**src/design/gpd_pkg.sv**
```systemverilog
// Shared constants, codes and types of the 3x3 grid peak detector.
`timescale 1ns / 1ps
package gpd_pkg;

	// Defaults of the top-level parameters
	localparam int DEF_MAX_DIM     = 128;
	localparam int DEF_HEIGHT_BITS = 16;

	// Grid size after reset (clamped to MAX_DIM at the top level)
	localparam int DEF_GRID_DIM = 128;

	// Configuration port
	localparam int CFG_W     = 8;
	localparam int CFG_IDX_W = 1;
	localparam logic [CFG_IDX_W-1:0] REG_GRID_ROWS = 1'b0;
	localparam logic [CFG_IDX_W-1:0] REG_GRID_COLS = 1'b1;

	// Result field widths and saturation limits
	localparam int POS_W  = 7;
	localparam int CNT_W  = 13;
	localparam int DIST_W = 20;
	localparam logic [CNT_W-1:0]  CNT_MAX  = '1;
	localparam logic [DIST_W-1:0] DIST_MAX = '1;

	// Result kinds
	localparam logic KIND_PEAK    = 1'b0;
	localparam logic KIND_SUMMARY = 1'b1;

	// Result queue
	localparam int RES_DEPTH = 8;
	localparam int RES_PTR_W = $clog2(RES_DEPTH);
	localparam int RES_CNT_W = $clog2(RES_DEPTH + 1);

	// Per-item control that travels down the pipeline
	typedef struct packed {
		logic             test;       // window center is an interior cell
		logic             frame_end;  // last cell of the frame
		logic [POS_W-1:0] prow;       // row of the window center
		logic [POS_W-1:0] pcol;       // column of the window center
	} item_tag_t;

	// Frame summary fields apart from the height
	typedef struct packed {
		logic              found;
		logic [CNT_W-1:0]  count;
		logic [DIST_W-1:0] path_len;
		logic [POS_W-1:0]  row;
		logic [POS_W-1:0]  col;
	} summary_t;

endpackage

```
**src/design/gpd_window.sv**
```systemverilog
// 3x3 window registers and the strict local-maximum test.
`timescale 1ns / 1ps
module gpd_window
	import gpd_pkg::*;
#(
	parameter int HEIGHT_BITS = 16
) (
	input  logic                          clk,
	input  logic                          arst_n,
	input  logic                          clear,
	input  logic                          valid,
	input  item_tag_t                     tag,
	input  logic signed [HEIGHT_BITS-1:0] col_upper,
	input  logic signed [HEIGHT_BITS-1:0] col_middle,
	input  logic signed [HEIGHT_BITS-1:0] col_lower,
	output logic                          peak,
	output logic signed [HEIGHT_BITS-1:0] center
);

	// only the two newest columns are kept; the oldest one falls out on the shift
	logic signed [HEIGHT_BITS-1:0] mid_col_q [3];
	logic signed [HEIGHT_BITS-1:0] new_col_q [3];

	always_comb begin
		center = new_col_q[1];
		peak   = tag.test
			&& (mid_col_q[0] < center) && (mid_col_q[1] < center) && (mid_col_q[2] < center)
			&& (new_col_q[0] < center) && (new_col_q[2] < center)
			&& (col_upper < center) && (col_middle < center) && (col_lower < center);
	end

	always_ff @(posedge clk or negedge arst_n) begin
		if (!arst_n) begin
			for (int i = 0; i < 3; i++) begin
				mid_col_q[i] <= '0;
				new_col_q[i] <= '0;
			end
		end else if (clear || (valid && tag.frame_end)) begin
			for (int i = 0; i < 3; i++) begin
				mid_col_q[i] <= '0;
				new_col_q[i] <= '0;
			end
		end else if (valid) begin
			for (int i = 0; i < 3; i++) begin
				mid_col_q[i] <= new_col_q[i];
			end
			new_col_q[0] <= col_upper;
			new_col_q[1] <= col_middle;
			new_col_q[2] <= col_lower;
		end
	end

endmodule

```
**config.mk**
```make
export PLATFORM = sky130hd
export DESIGN_NAME = gpd_window
export DESIGN_NICKNAME = d
export VERILOG_FILES = /design/src/design/gpd_pkg.sv /design/src/design/gpd_window.sv
export SDC_FILE = /design/constraint.sdc
export NUM_CORES = 1
export LEC_CHECK = 0
export BUFFER_PORTS_ARGS = -buffer_cell sky130_fd_sc_hd__clkbuf_2
export CAP_MARGIN = 15
export CORE_MARGIN = 2
export CORE_UTILIZATION = 30
export CTS_BUF_LIST = sky130_fd_sc_hd__clkbuf_4
export DETAILED_ROUTE_END_ITERATION = 12
export PLACE_DENSITY = 0.58
export SLEW_MARGIN = 20
export SYNTH_ARGS = -nofsm -noshare
export SYNTH_HDL_FRONTEND = slang
export SYNTH_SLANG_ARGS = --single-unit
```
**constraint.sdc**
```tcl
create_clock -name clk -period 3.1 [get_ports clk]
set_input_delay 0.31 -clock clk [delete_from_list [all_inputs] [get_ports clk]]
set_output_delay 0.31 -clock clk [all_outputs]
set_load 0.01 [all_outputs]
```
Yosys cells after proc, flatten, opt, wreduce, memory -nomap -nowiden
Index checks and enable logic that the tools add are counted.

Reduce and logical (&&, ||, !) cells: 11. Magnitude comparators: 8. Mux-type cells: 4.

Operators with widths (number): $mux W48 (4); $lt A16 B16 Y1 (8); $logic_and A1 B1 Y1 (9); $reduce_bool A2 Y1 (1); $logic_or A1 B1 Y1 (1).

Register bits: 96. Output and inout port bits: 17. Word-level logic and storage cells: 29. Input port bits: 68.

Depth between registers and ports, before layout
Gate-level depths: netlist (run 1).

Depth in word-level cells: 9. Depth in mapped cells: 9. Depth with buffers taken out: 9.

Worst setup path before layout (run 1)
Ideal clock, no wire load.

Kind: register -> output. Start: register new_col_q (netlist bit center[4]). End: output peak. Slack: 502 ps. Cell stages (with the launch flop): 10. Path buffers: 0. Arrival: 2288 ps. Data required time: 2790 ps. Cell sequence: dfrtp_1 inv_1 ha_1 a21o_1 a2111oi_2 o21ai_1 nand2_1 or3b_1 nor4_2 o2111a_1.

Longest elaborated chain between the ends: 9. Elaborated cells on any way between the ends: 16. Classes of those cells: 8 x order compare; 8 x reduce/logical.

RTL lines: start, declared (line gpd_window.sv:22) `logic signed [HEIGHT_BITS-1:0] new_col_q [3];`; $lt A16 B16 Y1 (line gpd_window.sv:27) `&& (mid_col_q[0] < center) && (mid_col_q[1] < center) && (mid_col_q[2] < center)`; $logic_and A1 B1 Y1 (3 in a row) (line gpd_window.sv:27); $logic_and A1 B1 Y1 (2 in a row) (line gpd_window.sv:28) `&& (new_col_q[0] < center) && (new_col_q[2] < center)`; $logic_and A1 B1 Y1 (2 in a row) (line gpd_window.sv:29) `&& (col_upper < center) && (col_middle < center) && (col_lower < center);`; $logic_and A1 B1 Y1 * (line gpd_window.sv:29); end, declared (line gpd_window.sv:16) `output logic peak,`.

Every way passes the cells marked *; elsewhere a longest branch is shown, timed or not.

Final worst setup path (run 1)
Start: register new_col_q (netlist bit center[6]). End: output peak.

Same word-level chain as after synthesis.

==> results of run 1 <==
## layer usage
metal | vias up | part of all wire (%)
li1 | 2478 | -
met1 | 2359 | 52
met2 | 64 | 44
met3 | 12 | 3.3
met4 | 0 | 1.1
met5 | - | 0
## worst max-delay path, delay by kind of cell (launching register included)
family / cells / cell delay, ns
AOI/OAI and AO/OA: 4 / 0.75
buffers and inverters: 2 / 0.33
and+or+nand+nor: 2 / 0.64
DFF: 1 / 0.42
adders and majority gates: 1 / 0.38
## placed cells by master (no fill, tap or decap), drive strengths merged, types with 9 or more instances in the layout
master | synthesis | routed
ha | 120 | 120
nor2 | 109 | 109
mux2i | 97 | 97
dfrtp | 96 | 96
clkbuf | 14 | 77
buf | 24 | 41
a21oi | 24 | 24
a21o | 18 | 18
nand4 | 15 | 15
inv | 21 | 15
o21ai | 13 | 13
a211oi | 11 | 11
nand3 | 10 | 10
nand2b | 9 | 9
## per-stage QoR
step                      setup TNS, ns  hold slack, ns  total power [mW]  std cells  instance area, sq um
after floorplan                       0          0.0144              1.77        639                  6600
after global placement                0           0.432              1.98        966                  7260
after detailed placement              0           0.433              1.99        966                  7260
after CTS                        -0.245          0.0376              2.66       1003                  7650
after global routing             -0.371          0.0466              2.80       1007                  7700
final                            -0.212          0.0750              2.62       1007                  7700
## path summary, 6_finish.rpt
| check | end | slack (ns) |
|---|---|---|
| max | peak | -0.21 |
| min in group asynchronous | mid_col_q[1] | 0.42 |
| max in group asynchronous | center[12] | 1.96 |
| min | new_col_q[0] | 0.08 |
| min reg2reg | mid_col_q[16] | 0.53 |
| max reg2reg | mid_col_q[16] | 2.20 |
## power groups by stage
stage          Clock, mW  Sequential (mW)  Combinational, mW
2_1_floorplan          0             1.34              0.424
3_3_place_gp           0             1.35              0.625
3_5_place_dp           0             1.36              0.631
4_1_cts            0.646             1.33              0.678
5_1_grt            0.693             1.34              0.767
6_report           0.612             1.33              0.677
## state kept, by name, indices dropped and copies added, names as in the netlist
name and count:
center 16, mid_col_q 48, new_col_q 32
## cells by family after synthesis
group           count (synthesis)  synth area share [%]
compound gates                 95                  9.88
fa+ha+maj                     120                  22.8
buf+inv                        59                  4.29
flops                          96                  36.4
mux                            97                  14.7
simple gates                  172                  11.9
## layout make-up
cell class / instances / area [sq um]
clock buffer: 9 / 67.6
inverter: 21 / 104
clock inverter: 7 / 38.8
fill: 2216 / 14000
timing repair buffer: 110 / 721
tap: 280 / 350
sequential: 96 / 2410
multi-input combinational: 484 / 4010
## what timing repair did
| action | CTS | global route |
|---|---|---|
| buffers inserted | 20 | 4 |
| hold endpoints to repair | 53 | 0 |
| hold buffers | 1 | 0 |
| endpoints found under the setup margin | 1 | 1 |
| gates resized for setup | 24 | 5 |
| pin swaps | 6 | 3 |
## cells in the mapped netlist (2+ instances only)
library cell / number
inv_1: 21
a21o_1: 18
nor4_1: 3
o211ai_1: 8
a2111oi_0: 2
nor3_1: 5
o2111a_1: 2
o21ai_0: 8
o22ai_1: 2
nand2_1: 8
and4_1: 2
dfrtp_1: 96
nand3_1: 10
buf_1: 7
o21a_1: 2
ha_1: 120
o21ai_1: 5
clkbuf_1: 14
a31oi_1: 3
a211oi_1: 10
nand4_1: 15
a21oi_1: 24
nor2_1: 109
nor2b_1: 4
nand2b_1: 9
o221ai_1: 2
buf_4: 16
mux2i_1: 97
==> summary.md, run 1 <==
| Metric | Value |
|---|---|
| Sw frac | between 30% and 40% |
| Vert. Die Dim | ~150 microns |
| Tmin final | roughly 3.3 ns |
| Least-Margin Pin Slew | about 0.76 ns |
| Crit. Startpoint | center[6] |
| Setup crit end kind | output port |
| Largest net degree at the start of global routing | between 70 and 80 |
| Avg Inst Size Synth | 10.3 sq um |
| Fin nets | 910 |
| Seq/Total Area, Yosys | 36.4% |
| Net Sw Power | around 0.87 mW |
| GRT Total Usage | 14.7% |
| Max Root-Sink Buffers | 2 |
| Skew final | 0.0190 ns |
| Synth-to-layout area growth | 16.7% |
| Number of inserted diodes | 0 |
| PwrDens | around 340 nW/um^2 |
| Core Area | roughly 22000 sq um |
| Max H-tree Level | 3 |
| Critical path class | reg2out |
| CP peak stage delay | around 0.53 ns |
| Top Ports | 85 |
| Max-capacitance violation count | 0 |
| Status | complete, but fails checks |
| Ys flop type | dfrtp_1 |
| Average wire per standard cell | between 15 and 20 microns |
| Final setup fails | 1 |
| Maximum fanout along the worst path | 6 |
| Global route hottest layer | met2 |
| Final hold violation count | 0 |
| Initial antenna violation count | 0 |
| Post-synth top area share | a little over a third |
| Drt total wl | ~16000 microns |
| Vias in the first global route | ~5k |
| Worst Hold Class | in2reg |
| Clock power frac | 23.3% |
| Seq cells post-synth | 96 |
| RSZ-0062 raised after global routing | yes |
| CP startpoint kind | register |
| Max frequency | ~300 MHz |
| Final setup margin | -0.212 ns |
| Leak | between 3 and 4 nW |
| Met3 Resource Use GR | under 10% |
| Syn_nets | slightly above 800 |
| Sequential share of power | between 50% and 60% |
| Ratio of cells with drive above 1 in the final layout | 21.2% |
| Starting Density | 30.4% |
| CP max stage cell | or4_1 |
| Post-synth cell types | 45 |
| TritonCTS buffer count | 9 |
| Initial DRC Count | 240 |
| DRC Markers | 0 |
| Port bufs | 70 |
| Synth warn | 0 |
| Worst R2R Start | center[0] |
| Routability-driven placement congestion ratio | roughly 0.79 |
| Max-Slew Margin vs Limit | between 40% and 50% |
| Post-DP HPWL | about 12000 microns |
| Pre-CTS setup slack | 0.152 ns |
| Fin. max-slew vios | 0 |
| Hold Path Depth | 3 |
| Critical Path RT | ~2.8 ns |
| EDFF count, synth | 0 |
| Gate Count Post-Synth | between 600 and 700 |
| Pint | around 1.8 mW |
| Critical path data arrival time | about 3 ns |
| Area leader, netlist | dfrtp_1 |
| Detailed-route via count | a little under 5k |
| Combinational power share | 25.8% |
| Grt met1 use | 21.0% |
| Grt ovf | 0 |
| Synth async-reset ratio | 100% |
| Die width | 152 microns |
| Peak supply drop | roughly 0.16 mV |
| Crit path top cell by count | o2111a_1 |
| Core Rows | between 50 and 60 |
| Clock-pin slew on the worst setup and hold paths | 0.16 ns |
| First-pass GRT wire length | between 20000 and 30000 microns |
| CTS Root Cell | clkbuf_4 |
| Post-layout util | around 35% |
| Final ANT Viol Nets | 0 |
| Largest cells by area after synthesis | dfrtp_1 36%, ha_1 23%, mux2i_1 15% |
| Clk_lat worst skew | around 0.49 ns |
| Hold Crit Start | col_lower[0] |
| Drt pass-1 iters | 4 |
| Clock Sinks | 96 |
| Vias per Instance | ~4.9 |
| Worst R2R Path Depth | 2 |
| GR Util met2 | between 20% and 30% |
| Cells along the critical path | clkinvlp_4 -> ha_1 -> nand4_1 -> or4_1 -> o211ai_1 -> a21oi_2 -> o2111a_1 -> o2111a_1 -> clkbuf_2 |
| Die area | around 23000 sq um |
| Post-Syn Area | between 6000 and 7000 sq um |
| Final period util | 107% |
| TritonCTS clock tree | done |
| Failing checks | setup timing |
(Power assumes the default switching activity.)
==> run 2, diff against run 1 <==
--- a/config.mk
+++ b/config.mk
@@ -7,7 +7,6 @@
 export LEC_CHECK = 0
 export BUFFER_PORTS_ARGS = -buffer_cell sky130_fd_sc_hd__clkbuf_2
 export CAP_MARGIN = 15
-export CORE_MARGIN = 2
 export CORE_UTILIZATION = 30
 export CTS_BUF_LIST = sky130_fd_sc_hd__clkbuf_4
 export DETAILED_ROUTE_END_ITERATION = 12
==> constraint.sdc (replaced) <==
create_clock -name clk -period 4.3 [get_ports clk]
set_input_delay 0.43 -clock clk [delete_from_list [all_inputs] [get_ports clk]]
set_output_delay 0.43 -clock clk [all_outputs]
set_load 0.01 [all_outputs]
==> run 2 against run 1 <==
Compared with the run above:
- the flow now finishes without violations
- worst setup slack gained 0.75 ns
- sequential power shrank 28%
- clock skew shrank 0.0066 ns
- final cell count shrank 4.4%
- worst hold slack lost 0.036 ns
- non-clock buffer count shrank 38
- register-to-register slack gained 1.2 ns
- global-route usage shrank 0.31 points
- die area shrank 2.6%
- final area shrank 6.2%
- first-iteration DRC count grew 30%
- via count shrank 4.1%
- critical path type unchanged
- largest power group unchanged
==> summary.md, run 2 (same netlist as run 1, synthesis figures left out) <==
| Metric | Value |
|---|---|
| Final ANT Viol Nets | 0 (unchanged) |
| Fin. max-slew vios | 0 (unchanged) |
| Routability-driven placement congestion ratio | 0.770 (was 0.792) |
| Max-Slew Margin vs Limit | 30.6% (was 49.1%) |
| Final setup margin | 0.541 ns (was -0.212 ns) |
| Top Ports | 85 (unchanged) |
| Die area | 22600 sq um (was 23200 sq um) |
| Critical Path RT | 3.87 ns (was 2.79 ns) |
| Max H-tree Level | 3 (unchanged) |
| FF/Latch Area | 2400 sq um (was 2410 sq um) |
| Vias in the first global route | 4861 (was 4999) |
| Port bufs | 70 (unchanged) |
| Initial DRC Count | 311 (was 240) |
| Tmin final | roughly 3.8 ns |
| Detailed-route via count | 4712 (was 4913) |
| Ratio of cells with drive above 1 in the final layout | 13.4% (was 21.2%) |
| Pwr Total | 1.84 mW (was 2.62 mW) |
| Status | completed (was complete, but fails checks) |
| Layout Cell Area excl Fill | 7220 sq um (was 7700 sq um) |
| Largest net degree at the start of global routing | 97 (was 72) |
| Maximum fanout along the worst path | 8 (was 6) |
| First-pass GRT wire length | 25000 microns (was 27500 microns) |
| Grt ovf | 0 (unchanged) |
| Drt pass-1 iters | 4 (unchanged) |
| Most flop-heavy register | mid_col_q (unchanged) |
| Core Rows | 53 (was 54) |
| Number of inserted diodes | 0 (unchanged) |
| Die width | 150 microns (was 152 microns) |
| Max Root-Sink Buffers | 2 (unchanged) |
| Clock Sinks | 96 (unchanged) |
| Worst R2R Path Depth | 2 (unchanged) |
| RSZ-0062 raised after global routing | no (was yes) |
| Dpl cells | 948 (was 966) |
| Post-DP Area | 7110 sq um (was 7260 sq um) |
| CTS Root Cell | clkbuf_4 (unchanged) |
| Final hold slack | 0.0392 ns (was 0.0750 ns) |
| Worst Hold Class | in2async (was in2reg) |
| Final setup fails | 0 (was 1) |
| Commonest non-fill, non-tap cell in the layout | ha_1 (unchanged) |
| Drt total wl | 15100 microns (was 16500 microns) |
| GRT Total Usage | 14.4% (was 14.7%) |
| TritonCTS buffer count | 9 (unchanged) |
| Clock-pin slew on the worst setup and hold paths | 0.15 ns (was 0.16 ns) |
| Synth-to-layout area growth | 9.45% (was 16.7%) |
| Commonest cells after routing, fill and taps aside | 120 x ha_1, 109 x nor2_1, 97 x mux2i_1, 96 x dfrtp_1, 68 x clkbuf_2 (was 117 x ha_1, 109 x nor2_1, 97 x mux2i_1, 92 x dfrtp_1, 68 x clkbuf_2) |
| Critical path data arrival time | 3.33 ns (was 3.00 ns) |
| Total negative slack | 0 ns (was -0.212 ns) |
| Filler Cells Inserted | 2180 (was 2216) |
| CP max stage cell | dfrtp_1 (was or4_1) |
| Skew final | 0.0124 ns (was 0.0190 ns) |
| Worst R2R Start | center[0] (unchanged) |
| Final period util | 87.4% |
| Fin cells | 963 (was 1007) |
| Setup crit end kind | output port (unchanged) |
| Critical path class | reg2out (unchanged) |
| Fin nets | 872 (was 910) |
| Leak | 3.70 nW (was 3.90 nW) |
| Clk_lat worst skew | 0.48 ns (was 0.49 ns) |
| R2R Setup Slk | 3.38 ns (was 2.20 ns) |
| TritonCTS clock tree | done (unchanged) |
| CP peak stage delay | 0.43 ns (was 0.53 ns) |
| Area of the multi-input gates | 3920 sq um (was 4010 sq um) |
| Postcts setup bufs | 0 (was 20) |
| Vert. Die Dim | 150 microns (was 152 microns) |
| Post-CTS Hold Buffers | 0 (was 1) |
| Pre-CTS setup slack | 0.994 ns (was 0.152 ns) |
| DRC Markers | 0 (unchanged) |
| PwrDens | 254 nW/um^2 (was 341 nW/um^2) |
| Post-layout util | 33.9% (was 35.5%) |
| RR Endpoint | mid_col_q[16] (unchanged) |
| Post-cts resize count | 0 (was 24) |
| Vias per Instance | 4.89 (was 4.88) |
| Peak supply drop | 0.0897 mV (was 0.162 mV) |
| Average wire per standard cell | 15.7 microns (was 16.4 microns) |
| Cells along the critical path | inv_1 -> ha_1 -> a21o_1 -> a2111oi_2 -> o21ai_1 -> nand2_1 -> or3b_1 -> nor4_2 -> o2111a_1 -> clkbuf_2 (was clkinvlp_4 -> ha_1 -> nand4_1 -> or4_1 -> o211ai_1 -> a21oi_2 -> o2111a_1 -> o2111a_1 -> clkbuf_2) |
| Least-Margin Pin Slew | 1.04 ns (was 0.763 ns) |
| Final hold violation count | 0 (unchanged) |
| Core Area | 21300 sq um (was 21700 sq um) |
| Post-DP HPWL | 11200 microns (was 11900 microns) |
| Max frequency | ~270 MHz |
| Initial antenna violation count | 0 (unchanged) |
| Max-capacitance violation count | 0 (unchanged) |
| Starting Density | 31.0% (was 30.4%) |
| Max reg flops | 48 (unchanged) |
| CP startpoint kind | register (unchanged) |
## run 2: changes by cell type in the layout (fill, tap and decap cells not counted), sizes merged
cell,previous run,this run
clkbuf,77,81
buf,41,4
dlygate4sd3,1,0
inv,15,21
clkinv,6,2
clkinvlp,7,0
## run 2: where the power goes
part / switching (mW) / internal, mW / total, mW
clock: 0.305 / 0.139 / 0.444
sequential: 0.0280 / 0.933 / 0.961
combinational: 0.244 / 0.186 / 0.430
total: 0.577 / 1.26 / 1.84
## run 2: layer usage
| metal | up-vias | global-route usage (%) | share of wire, % |
|---|---|---|---|
| li1 | 2392 | - | - |
| met1 | 2249 | 19.6 | 50 |
| met2 | 58 | 22.9 | 45 |
| met3 | 13 | 2.55 | 3.3 |
| met4 | 0 | 5.15 | 1.6 |
| met5 | - | 0 | 0 |
## run 2: final cells by class
cell class / instances / area share (%)
multi-input cells: 484 / 54.3
clock inverters: 2 / 0.104
repair buffers: 72 / 5.13
flip-flops and latches: 96 / 33.3
well taps: 275 / 4.77
inverters: 21 / 1.09
clock buffers: 13 / 1.35
## run 2: critical path, delay by kind of cell, from the launching register on
family | cells | cell delay (ns)
compound gates | 4 | 0.93
fa+ha+maj | 1 | 0.30
buf+inv | 2 | 0.39
flops | 1 | 0.43
simple gates | 3 | 0.79
## run 2: worst max-delay path by stage
stage / start / to / cells after the start
global route: center[4] / peak / 10
CTS: center[4] / peak / 10
finish: center[4] / peak / 10
floorplan: center[4] / peak / 9
detailed placement: center[4] / peak / 10
global placement: center[4] / peak / 10
