File: src/design/gpd_pkg.sv
// Shared constants, codes and types of the 3x3 grid peak detector.
`timescale 1ns / 1ps
package gpd_pkg;

	// Defaults of the top-level parameters
	localparam int DEF_MAX_DIM     = 128;
	localparam int DEF_HEIGHT_BITS = 16;

	// Grid size after reset (clamped to MAX_DIM at the top level)
	localparam int DEF_GRID_DIM = 128;

	// Configuration port
	localparam int CFG_W     = 8;
	localparam int CFG_IDX_W = 1;
	localparam logic [CFG_IDX_W-1:0] REG_GRID_ROWS = 1'b0;
	localparam logic [CFG_IDX_W-1:0] REG_GRID_COLS = 1'b1;

	// Result field widths and saturation limits
	localparam int POS_W  = 7;
	localparam int CNT_W  = 13;
	localparam int DIST_W = 20;
	localparam logic [CNT_W-1:0]  CNT_MAX  = '1;
	localparam logic [DIST_W-1:0] DIST_MAX = '1;

	// Result kinds
	localparam logic KIND_PEAK    = 1'b0;
	localparam logic KIND_SUMMARY = 1'b1;

	// Result queue
	localparam int RES_DEPTH = 8;
	localparam int RES_PTR_W = $clog2(RES_DEPTH);
	localparam int RES_CNT_W = $clog2(RES_DEPTH + 1);

	// Per-item control that travels down the pipeline
	typedef struct packed {
		logic             test;       // window center is an interior cell
		logic             frame_end;  // last cell of the frame
		logic [POS_W-1:0] prow;       // row of the window center
		logic [POS_W-1:0] pcol;       // column of the window center
	} item_tag_t;

	// Frame summary fields apart from the height
	typedef struct packed {
		logic              found;
		logic [CNT_W-1:0]  count;
		logic [DIST_W-1:0] path_len;
		logic [POS_W-1:0]  row;
		logic [POS_W-1:0]  col;
	} summary_t;

endpackage

File: src/design/gpd_result_fifo.sv
// Small result queue that takes up to two items per cycle and hands out one.
`timescale 1ns / 1ps
module gpd_result_fifo
	import gpd_pkg::*;
#(
	parameter int ENTRY_W = 64
) (
	input  logic                 clk,
	input  logic                 arst_n,
	input  logic                 push_a,
	input  logic [ENTRY_W-1:0]   data_a,
	input  logic                 push_b,   // only together with push_a
	input  logic [ENTRY_W-1:0]   data_b,
	input  logic                 pop,
	output logic                 not_empty,
	output logic [ENTRY_W-1:0]   head,
	output logic [RES_CNT_W-1:0] count
);

	logic [ENTRY_W-1:0]   mem_q [RES_DEPTH];
	logic [RES_PTR_W-1:0] wp_q;
	logic [RES_PTR_W-1:0] rp_q;
	logic [RES_CNT_W-1:0] count_q;
	logic [RES_PTR_W-1:0] wp_b;
	logic                 do_pop;

	assign wp_b      = wp_q + 1'b1;
	assign not_empty = (count_q != '0);
	assign head      = mem_q[rp_q];
	assign count     = count_q;
	assign do_pop    = pop && not_empty;

	always_ff @(posedge clk) begin
		if (push_a) begin
			mem_q[wp_q] <= data_a;
		end
		if (push_a && push_b) begin
			mem_q[wp_b] <= data_b;
		end
	end

	always_ff @(posedge clk or negedge arst_n) begin
		if (!arst_n) begin
			wp_q    <= '0;
			rp_q    <= '0;
			count_q <= '0;
		end else begin
			wp_q    <= wp_q + RES_PTR_W'(push_a) + RES_PTR_W'(push_a && push_b);
			rp_q    <= rp_q + RES_PTR_W'(do_pop);
			count_q <= count_q + RES_CNT_W'(push_a) + RES_CNT_W'(push_a && push_b)
				- RES_CNT_W'(do_pop);
		end
	end

	a_no_overflow: assert property (@(posedge clk) disable iff (!arst_n)
		count_q <= RES_CNT_W'(RES_DEPTH))
		else $error("result queue: overflow");

	a_b_needs_a: assert property (@(posedge clk) disable iff (!arst_n)
		push_b |-> push_a)
		else $error("result queue: second push without first");

endmodule

File: config.mk
export PLATFORM = sky130hd
export DESIGN_NAME = gpd_result_fifo
export DESIGN_NICKNAME = d
export VERILOG_FILES = /design/src/design/gpd_pkg.sv /design/src/design/gpd_result_fifo.sv
export SDC_FILE = /design/constraint.sdc
export NUM_CORES = 1
export LEC_CHECK = 0
export BUFFER_PORTS_ARGS = -buffer_cell sky130_fd_sc_hd__clkbuf_2
export CORE_AREA = 2 2 277 388
export DETAILED_ROUTE_END_ITERATION = 7
export DIE_AREA = 0 0 279 390
export HOLD_SLACK_MARGIN = 0.1
export SYNTH_ARGS = -nofsm -noshare
export SYNTH_HDL_FRONTEND = slang
export SYNTH_SLANG_ARGS = --single-unit
export TNS_END_PERCENT = 5
File: constraint.sdc
create_clock -name clk -period 5.7 [get_ports clk]
set_clock_uncertainty 0.1 [all_clocks]
set_input_delay 0.285 -clock clk [delete_from_list [all_inputs] [get_ports clk]]
set_output_delay 0.285 -clock clk [all_outputs]
set_load 0.02 [all_outputs]
Word level (Yosys, flattened, before mapping)
Memory sizes are Yosys's and may differ from the RTL's. Cells that the tools add are included.

Bits in registers: 10. Memory bits (writable): 512. Input bits: 133. Word-level logic and storage cells: 18. Memories: 1.

Memory list: mem_q (depth 8, bits a word 64, rd ports 1, clocked after memory_dff 0, wr ports 2, line gpd_result_fifo.sv:20) `logic [ENTRY_W-1:0] mem_q [RES_DEPTH];`.

Add/subtract/negate cells: 7. Mux-type cells: 4. Reductions and logical operators: 3.

Operators with widths (count): 3-bit by 1-bit adder with 3-bit output (3); 4-bit by 1-bit adder with 4-bit output (2); 1-bit two-way mux (4); 4-bit nonzero test (1); 4-bit by 1-bit subtractor with 4-bit output (1); 3-bit by 1-bit adder with 3-bit output (second input constant) (1); 1-bit logical AND (2).

Logic depth before layout (Yosys ltp)
Gate-level depths: netlist of the first run.

Depth after elaboration: 3. Gate-level depth with buffers: 10. Mapped depth without buffers: 10.

Worst setup path before layout of the first run
No wires, ideal clock.

Path kind: register to register. From: register wp_q[0]. To: memory mem_q[1][0], enable pin. Library setup time: 581 ps. Arrival: 5321 ps. Required time: 5019 ps. Slack: -303 ps. Stages on the path, launching flop included: 3. Clock period less this slack: 6003 ps. Path through: dfrtp_1 nand2_1 o31ai_1.

RTL lines: start: declaration (line gpd_result_fifo.sv:21) `logic [RES_PTR_W-1:0] wp_q;`; start signal: assignment (line gpd_result_fifo.sv:48) `wp_q <= wp_q + RES_PTR_W'(push_a) + RES_PTR_W'(push_a && push_b);`; end: declaration (line gpd_result_fifo.sv:20).

==> metrics.txt, run 1 <==
status finished clean; yosys warns 0; switching portion of total power 0.349; Yosys reg bits 522; Area contributors post-synth edfxtp_1, mux2_2, mux4_2; initial core utilization 0.248; final hold vios 0; routability cong. 0.716; Syn Inst Count 1376; GR Util All Layers 0.136; most numerous cell in the Yosys netlist mux2_2; global-route wire length before repair 109000 µm; NetSw 5.33 mW; Syn Nets 1520; ys flop type edfxtp_1; Fin Setup TNS 0 ns; Die Wd 279 µm; Syn Area/Cell 19.0 µm²; clock sink total 522; CP Data Required Time 5.96 ns; vias 14700; H-tree depth 2; layout cells sized above 1 0.556; dpl hpwl 43400 µm; maxcap violations 0; P_int 9.96 mW; final-report setup violation count 0; sequential power share 0.378; Final Cell Area 32300 µm²; Slew Limit Fails 0; DRT iter0 DRCs 995; drt first pass iters 5; Startpoint Class flop; Hold Buf Count CTS 197; most frequent cells after synthesis mux2_2, edfxtp_1, mux4_2; Multi-input gate area 9930 µm²; post-CTS sizing 0; vias in the first global route 16700; Async SR Flop Fraction 0.0192; relative slew slack 0.290; Clk Tree Root Cell clkbuf_16; pwr dens 473 nW/µm²; nets@finish 1916; Tmin final 4.00 ns; Netlist cell types 30; unrepaired setup endpoints after global routing false; Lkg Pwr 10.7 nW; Logic pwr share 0.389; type of the most critical hold path in2reg; initial antenna violation count 13; worst-skew pair later-pin latency 0.64 ns; CP Capture Type flop; Seq/Total Area, Yosys 0.598; top-area cell type share of the netlist area 0.589; crit share post-route 0.702; area grow syn2layout 23.8%; CP arrival 4.26 ns; Post-CTS Setup Repair Bufs 0; Port Buf Inserts 201; ANT nets after route 0; Via density 4.61; drt wl/cell 23.3 µm; die extent in y 390 µm; Cell Area, Placed 28600 µm²; EDFF count, synth 512; GR Overflow Total 0; Fill cells 10300; DRT Wirelength 74200 µm; Crit Path Max Fanout 36; clk slew on worst S/H paths 0.07 ns; CTS tree done; kind of critical path reg2reg; post-synth top area cell edfxtp_1; largest net degree at the start of global routing 56; die area 109000 µm²; DRC viols 0; num rows 141; FF/Latch Area 15600 µm²; worst IR drop on VDD 0.306 mV; FF-to-FF setup slack 1.70 ns; Clock Path Buffers 3; core area 105000 µm²; Tightest Pin Transition 1.06 ns; CTS buffer count 55; I/O pin count 202; Synth Cell Area 26100 µm²; power share of the clock group 0.233; max frequency 250 MHz
layer usage:
layer | GRT usage | share of wire
met5 | 0 | 0.0011
met4 | 0.0474 | 0.029
met3 | 0.0260 | 0.046
met2 | 0.252 | 0.53
met1 | 0.154 | 0.39
final cells by class:
cell class	count	area share
diodes	6	0.000464
clock inverters	37	0.00998
well taps	1358	0.0526
inverters	11	0.00128
multi-input cells	751	0.307
flip-flops and latches	522	0.484
clock buffers	65	0.0444
repair buffers	431	0.101
cells in the final DEF, fill, tap and decap left out, types with 11 or more instances in the layout:
cell type      netlist  routed
mux2_2             550     550
edfxtp_1           512     512
clkbuf_2             0     201
dlygate4sd3_1        0     197
mux4_2             128     128
clkbuf_16            0      56
buf_4               25      31
mux2_1              26      26
clkinv_1             0      16
inv_1               11      11
final timing paths:
kind                               start           end  depth (start not counted)
worst min-delay path              push_a      count[0]                          3
max in group asynchronous         arst_n       rp_q[1]                          3
min in group asynchronous         arst_n      count[0]                          3
worst min register to register  count[3]      count[3]                          3
worst max register to register   wp_q[1]  mem_q[6][45]                          7
worst max-delay path             wp_q[1]  mem_q[6][45]                          7
metrics by stage:
stage / total power, mW / utilization / hold slack (ns) / instances / setup slack (ns)
6_report: 15.3 / 0.307 / 0.499 / 3181 / 1.70
5_1_grt: 16.0 / 0.307 / 0.506 / 3180 / 1.59
4_1_cts: 15.6 / 0.307 / 0.463 / 3175 / 1.69
3_5_place_dp: 11.8 / 0.271 / 0.0782 / 2876 / 2.17
3_3_place_gp: 11.7 / 0.271 / 0.0711 / 2876 / 2.16
2_1_floorplan: 9.73 / - / -0.111 / 1376 / -0.0966
worst max-delay path, stage by stage, from the launching register on:
cell	delay, ns
dfrtp_1	0.55
ha_1	0.36
xnor2_2	0.22
nor3_4	0.26
buf_4	0.51
buf_4	0.70
mux2_2	0.41
dlygate4sd3_1	0.56
logic make-up (layout without fill, tap and decap cells):
| kind of cell | after synthesis | count (layout) | share of synthesized area |
|---|---|---|---|
| multiplexers | 704 | 704 | 0.359 |
| flip-flops | 522 | 522 | 0.598 |
| buffers and inverters | 103 | 544 | 0.0266 |
| AND/OR/NAND/NOR | 21 | 21 | 0.00484 |
| adder cells (fa/ha/maj) | 11 | 11 | 0.00613 |
| AO/OA/AOI/OAI | 9 | 9 | 0.00254 |
| XOR/XNOR | 6 | 6 | 0.00259 |
| other | 0 | 6 | 0 |
registers in the layout, summed over array words and instances, names as in the netlist:
| signal | count |
|---|---|
| count | 4 |
| wp_q | 3 |
| rp_q | 3 |
| mem_q | 512 |
power by group through the flow:
stage	Clock (mW)	Combinational, mW	Sequential [mW]
4_1_cts	3.66	6.12	5.81
3_5_place_dp	0	5.94	5.89
3_3_place_gp	0	5.88	5.83
2_1_floorplan	0	4.03	5.69
6_report	3.57	5.95	5.78
5_1_grt	3.79	6.36	5.87
Power figures use the tool's default switching activity.
==> run 2, diff against run 1 <==
--- a/config.mk
+++ b/config.mk
@@ -5,10 +5,11 @@
 export SDC_FILE = /design/constraint.sdc
 export NUM_CORES = 1
 export LEC_CHECK = 0
+export ABC_AREA = 1
 export BUFFER_PORTS_ARGS = -buffer_cell sky130_fd_sc_hd__clkbuf_2
-export CORE_AREA = 2 2 277 388
+export CORE_AREA = 2 2 305 427
 export DETAILED_ROUTE_END_ITERATION = 7
-export DIE_AREA = 0 0 279 390
+export DIE_AREA = 0 0 307 429
 export HOLD_SLACK_MARGIN = 0.1
 export SYNTH_ARGS = -nofsm -noshare
 export SYNTH_HDL_FRONTEND = slang
==> constraint.sdc (replaced) <==
create_clock -name clk -period 3.7 [get_ports clk]
set_clock_uncertainty 0.1 [all_clocks]
set_input_delay 0.185 -clock clk [delete_from_list [all_inputs] [get_ports clk]]
set_output_delay 0.185 -clock clk [all_outputs]
set_load 0.02 [all_outputs]
==> metrics.txt, run 2 <==
status finished clean; CTS buffer count 49 (-11%); post-synth top area cell edfxtp_1; unrepaired setup endpoints after global routing false; DRT iter0 DRCs 2449 (+150%); crit share post-route 0.896 (+0.195); Clock Path Buffers 3 (unchanged); NetSw 15.1 mW (+180%); Syn Inst Count 4180 (+200%); crit-path most repeated cell nand2_1; layout cells sized above 1 0.0824 (-0.473); core area 128000 µm² (+21%); Yosys reg bits 522 (unchanged); pwr dens 801 nW/µm² (+69%); EDFF count, synth 512 (unchanged); I/O pin count 202 (unchanged); Clk Tree Root Cell clkbuf_16; worst-path cell chain ha_4, inv_1, nand2_1, nand2_8, buf_4, nand4_1, nand2_1, dlygate4sd3_1; Synth Cell Area 31800 µm² (+22%); drt first pass iters 5 (unchanged); area grow syn2layout 16.5%; Crit Path Max Fanout 92 (+160%); commonest non-fill, non-tap cell in the layout nand2_1; Seq/Total Area, Yosys 0.492 (-0.107); Port Buf Inserts 201 (unchanged); P_int 14.6 mW (+46%); num rows 155 (+9.9%); global-route wire length before repair 174000 µm (+59%); die extent in y 429 µm (+10%); clock sink total 522 (unchanged); critical path's top delay family buffers and inverters; max reg flops 512 (unchanged); Fill cells 13500 (+31%); maxcap violations 0 (unchanged); drt wl/cell 19.3 µm (-17%); Reg with most FFs mem_q; Lkg Pwr 17.6 nW (+64%); largest net degree at the start of global routing 171 (+210%); Slew Limit Fails 0 (unchanged); dpl hpwl 62800 µm (+45%); CP arrival 3.67 ns (-0.59 ns); kind of critical path reg2reg; post-layout util 0.290 (-0.0168); GR Util All Layers 0.170 (+0.0345); relative slew slack 0.131 (-0.159); power share of the clock group 0.171 (-0.062); final hold vios 0 (unchanged); Syn Nets 4324 (+180%); Netlist cell types 22 (-27%); DRC viols 0 (unchanged); Final Cell Area 37000 µm² (+15%); worst-skew pair later-pin latency 0.60 ns (-0.04 ns); ANT nets after route 0 (unchanged); slowest stage delay, CP 0.92 ns (+0.22 ns); Worst Path Buf+Inv 3 (unchanged); type of the most critical hold path in2reg; initial antenna violation count 29 (+16); vias in the first global route 27800 (+67%); DRT Wirelength 115000 µm (+55%); routability cong. 0.781 (+9.1%); worst IR drop on VDD 1.59 mV (+420%); Cell Area, Placed 33500 µm² (+17%); sequential power share 0.292 (-0.086); initial core utilization 0.249 (+0.00109); Hold WS 0.411 ns (-0.0880 ns); Startpoint Class flop; max frequency 301 MHz (+21%); most frequent cells in the layout nand2_1, inv_1, nand4_1, edfxtp_1, nand3_1; nets@finish 4380 (+130%); vias 28900 (+97%); FF-to-FF setup slack 0.38 ns (-1.32 ns); Die Wd 307 µm (+10%); Tmin final 3.32 ns (-0.684 ns); CP Data Required Time 4.05 ns (-1.91 ns); Async SR Flop Fraction 0.0192 (unchanged); final-report setup violation count 0 (unchanged); CP Capture Type flop; Via density 4.86 (+5.4%); top-area cell type share of the netlist area 0.484 (-0.105); most frequent cells after synthesis nand2_1, inv_1, edfxtp_1, nand4_1, nand3_1; H-tree depth 2 (unchanged); Critical-path top delay cell buf_4; Tightest Pin Transition 1.30 ns (+0.238 ns); ys flop type edfxtp_1; Syn Area/Cell 7.60 µm² (-60%); GR Overflow Total 0 (unchanged); clk slew on worst S/H paths 0.07 ns (about the same); CTS tree done; Area contributors post-synth edfxtp_1, nand2_1, nand4_1; die area 132000 µm² (+21%); most numerous cell in the Yosys netlist nand2_1; Logic pwr share 0.537 (+0.148); switching portion of total power 0.509 (+0.160); yosys warns 0 (unchanged)
run 2: per-stage QoR:
stage / setup WS [ns] / total power [mW] / instances / TNS (ns)
3_3_place_gp: 1.03 / 24.2 / 5636 / 0
4_1_cts: 0.452 / 29.7 / 5920 / 0
2_1_floorplan: -0.364 / 18.9 / 4180 / -168.88
6_report: 0.383 / 29.7 / 5939 / 0
3_5_place_dp: 0.993 / 24.4 / 5636 / 0
5_1_grt: 0.227 / 31.3 / 5939 / 0
run 2: area by class of cell:
class                      instances  area, µm²  area share
sequential                       522      15600       0.422
multi-input combinational       2675      12100       0.326
timing repair buffer             456       3690      0.0996
tap                             1648       2060      0.0557
inverter                         532       2020      0.0544
clock buffer                      67       1340      0.0361
clock inverter                    20        174     0.00470
antenna                           19       47.5     0.00128
run 2: path summary, 6_finish.rpt:
path	to	startpoint	depth (start not counted)
min in group asynchronous	count[3]	arst_n	3
max reg2reg	mem_q[6][37]	wp_q[1]	8
min	mem_q[4][52]	data_a[52]	4
max	mem_q[6][37]	wp_q[1]	8
max in group asynchronous	rp_q[0]	arst_n	3
min reg2reg	wp_q[2]	wp_q[2]	1
run 2: cell families (layout without fill, tap and decap cells):
group / count (synthesis) / after routing / share of synthesized area
simple gates: 2651 / 2651 / 0.365
buf+inv: 983 / 1075 / 0.136
flops: 522 / 522 / 0.492
fa+ha+maj: 11 / 11 / 0.00504
compound gates: 9 / 9 / 0.00142
xor+xnor: 4 / 4 / 0.00110
other cells: 0 / 19 / 0
run 2: repair_timing:
action | in CTS | in global routing
gates resized for setup | 0 | 0
endpoints found under the hold margin | 525 | 0
buffers inserted | 0 | 0
hold buffers | 197 | 0
run 2: worst register-to-register path, stage by stage, from the launching register on:
cell and delay (ns):
dfrtp_1 0.45, ha_4 0.19, inv_1 0.07, nand2_1 0.12
nand2_8 0.32, buf_4 0.96, nand4_1 0.25, nand2_1 0.13
dlygate4sd3_1 0.56
run 2: power groups by stage:
stage	combinational, mW	clock [mW]	sequential, mW
2_1_floorplan	10.1	0	8.81
3_3_place_gp	15.5	0	8.75
3_5_place_dp	15.6	0	8.79
4_1_cts	15.9	5.13	8.66
5_1_grt	17.2	5.30	8.77
6_report	15.9	5.08	8.65
run 2: metal layers:
metal  GRT usage  part of all wire  up-vias
li1            -                 -    13600
met1       0.200              0.38    13700
met2       0.296              0.50     1253
met3      0.0253             0.067      308
met4      0.0955             0.051       18
met5           0            0.0011        -
==> run 3, diff against run 2 <==
--- a/config.mk
+++ b/config.mk
@@ -7,7 +7,9 @@
 export LEC_CHECK = 0
 export ABC_AREA = 1
 export BUFFER_PORTS_ARGS = -buffer_cell sky130_fd_sc_hd__clkbuf_2
+export CAP_MARGIN = 10
 export CORE_AREA = 2 2 305 427
+export CTS_BUF_LIST = sky130_fd_sc_hd__clkbuf_8
 export DETAILED_ROUTE_END_ITERATION = 7
 export DIE_AREA = 0 0 307 429
 export HOLD_SLACK_MARGIN = 0.1
==> metrics.txt, run 3 (synthesis results as in run 2) <==
status finished clean; num rows 155 (unchanged); initial core utilization 0.249 (unchanged); post-CTS sizing 0 (unchanged); Clock Path Buffers 3 (unchanged); Slew Limit Fails 0 (unchanged); final-report setup violation count 0 (unchanged); nets@finish 4409 (+0.66%); Worst Reg2Reg Path Length in Cells 8 (unchanged); Die Wd 307 µm (unchanged); DRT Wirelength 116000 µm (+0.88%); worst reg2reg endpoint mem_q[5][39]; max frequency 298 MHz (-1.3%); GR Overflow Total 0 (unchanged); drt first pass iters 5 (unchanged); WL met3 8730 µm (+13%); metal2 WL 57600 µm (about the same); drt wl/cell 19.3 µm (about the same); Crit Path Max Fanout 165 (+79%); type of the most critical hold path in2reg; Lkg Pwr 17.7 nW (+0.57%); ANT nets after route 0 (unchanged); Tmin final 3.36 ns (+0.0432 ns); core area 128000 µm² (unchanged); pwr dens 794 nW/µm² (-0.90%); GR Util All Layers 0.172 (+0.00184); dpl hpwl 62800 µm (unchanged); initial antenna violation count 27 (-6.9%); max reg flops 512 (unchanged); Highest Signal Layer met5; Port Buf Inserts 201 (unchanged); largest net degree at the start of global routing 171 (unchanged); crit path to head[15]; CP Capture Type primary output; CTS buffer count 78 (+59%); maxcap violations 0 (unchanged); DRC viols 0 (unchanged); Post-CTS Setup Repair Bufs 0 (unchanged); worst IR drop on VDD 1.60 mV (+0.14%); Tightest Pin Transition 1.29 ns (-0.0168 ns); unrepaired setup endpoints after global routing false; area grow syn2layout 16.3%; relative slew slack 0.142 (+0.0112); FF-to-FF setup slack 0.43 ns (+0.05 ns); CTS tree done; RR Startpoint wp_q[1]; Startpoint Class flop; layout cells sized above 1 0.0896 (+0.00723); vias in the first global route 28100 (+1.2%); CP Data Required Time 3.41 ns (-0.64 ns); clk slew on worst S/H paths 0.07 ns (about the same); Clk Tree Root Cell clkbuf_8; Hold WS 0.295 ns (-0.116 ns); worst-skew pair later-pin latency 0.71 ns (+0.11 ns); commonest non-fill, non-tap cell in the layout nand2_1; DRT iter0 DRCs 2433 (-0.65%); routability cong. 0.781 (unchanged); crit path from rp_q[0]; global-route wire length before repair 175000 µm (+0.44%); die extent in y 429 µm (unchanged); I/O pin count 202 (unchanged); Via density 4.88 (+0.48%); Non-Filler Instances 5993 (+0.91%); CP arrival 3.08 ns (-0.59 ns); die area 132000 µm² (unchanged); vias 29300 (+1.4%); met1 wire length 43400 µm (-0.42%); clock sink total 522 (unchanged); final hold vios 0 (unchanged); H-tree depth 3 (+1); crit share post-route 0.908 (+0.0117); placed cells 5636 (unchanged); kind of critical path reg2out; Reg with most FFs mem_q; most frequent cells in the layout nand2_1, inv_1, nand4_1, edfxtp_1, nand3_1
-- run 3: timing repair --
action / 4_1_cts / 5_1_grt
endpoints found under the setup margin: 0 / 0
hold buffers: 197 / 0
hold endpoints to repair: 528 / 0
-- run 3: worst min-delay path by stage --
| stage | from | to | slack, ns | cells past startpoint |
|---|---|---|---|---|
| after floorplan | arst_n | count[0] | -0.21 | 0 |
| after global placement | arst_n | count[3] | -0.03 | 1 |
| after detailed placement | arst_n | count[3] | -0.02 | 1 |
| after CTS | data_a[54] | mem_q[1][54] | 0.25 | 4 |
| after global routing | data_a[52] | mem_q[2][52] | 0.31 | 4 |
| final | data_a[52] | mem_q[4][52] | 0.30 | 4 |
-- run 3: report_power, final --
| part | leakage (nW) | internal [mW] | switching, mW | total [mW] |
|---|---|---|---|---|
| clock network | 0.833 | 2.20 | 2.52 | 4.73 |
| logic | 12.0 | 3.57 | 12.4 | 16.0 |
| registers | 4.79 | 8.26 | 0.396 | 8.66 |
| total | 17.7 | 14.0 | 15.3 | 29.3 |
-- run 3: area by class of cell --
type	count	area [µm²]
Antenna cell	16	40.0
Clock buffer	78	1070
Clock inverter	66	374
Fill cell	13500	90700
Inverter	532	2020
Multi-Input combinational cell	2675	12100
Sequential cell	522	15600
Tap cell	1648	2060
Timing Repair Buffer	456	3690
-- run 3: stage by stage --
stage | power, mW | setup TNS (ns) | utilization | setup WS, ns | instance area (µm²)
finish | 29.3 | 0 | 0.290 | 0.340 | 37000
CTS | 29.4 | 0 | 0.289 | 0.306 | 36900
global route | 31.0 | 0 | 0.290 | 0.212 | 37000
detailed placement | 24.4 | 0 | 0.262 | 0.993 | 33500
global placement | 24.2 | 0 | 0.262 | 1.03 | 33500
floorplan | 18.9 | -168.88 | - | -0.364 | 31800
-- run 3: critical path: stages (launching register included) --
cell      delay (ns)
dfrtp_4         0.75
buf_12          0.51
nand2_1         0.12
nand3_1         0.13
nand2_1         0.10
nand2_1         0.06
nand2_1         0.14
clkbuf_2        0.20
-- run 3: layer usage --
metal | global-route usage | vias up
met2 | 0.298 | 1352
met5 | 0 | -
met3 | 0.0324 | 335
met4 | 0.0978 | 18
met1 | 0.198 | 13900
li1 | - | 13700
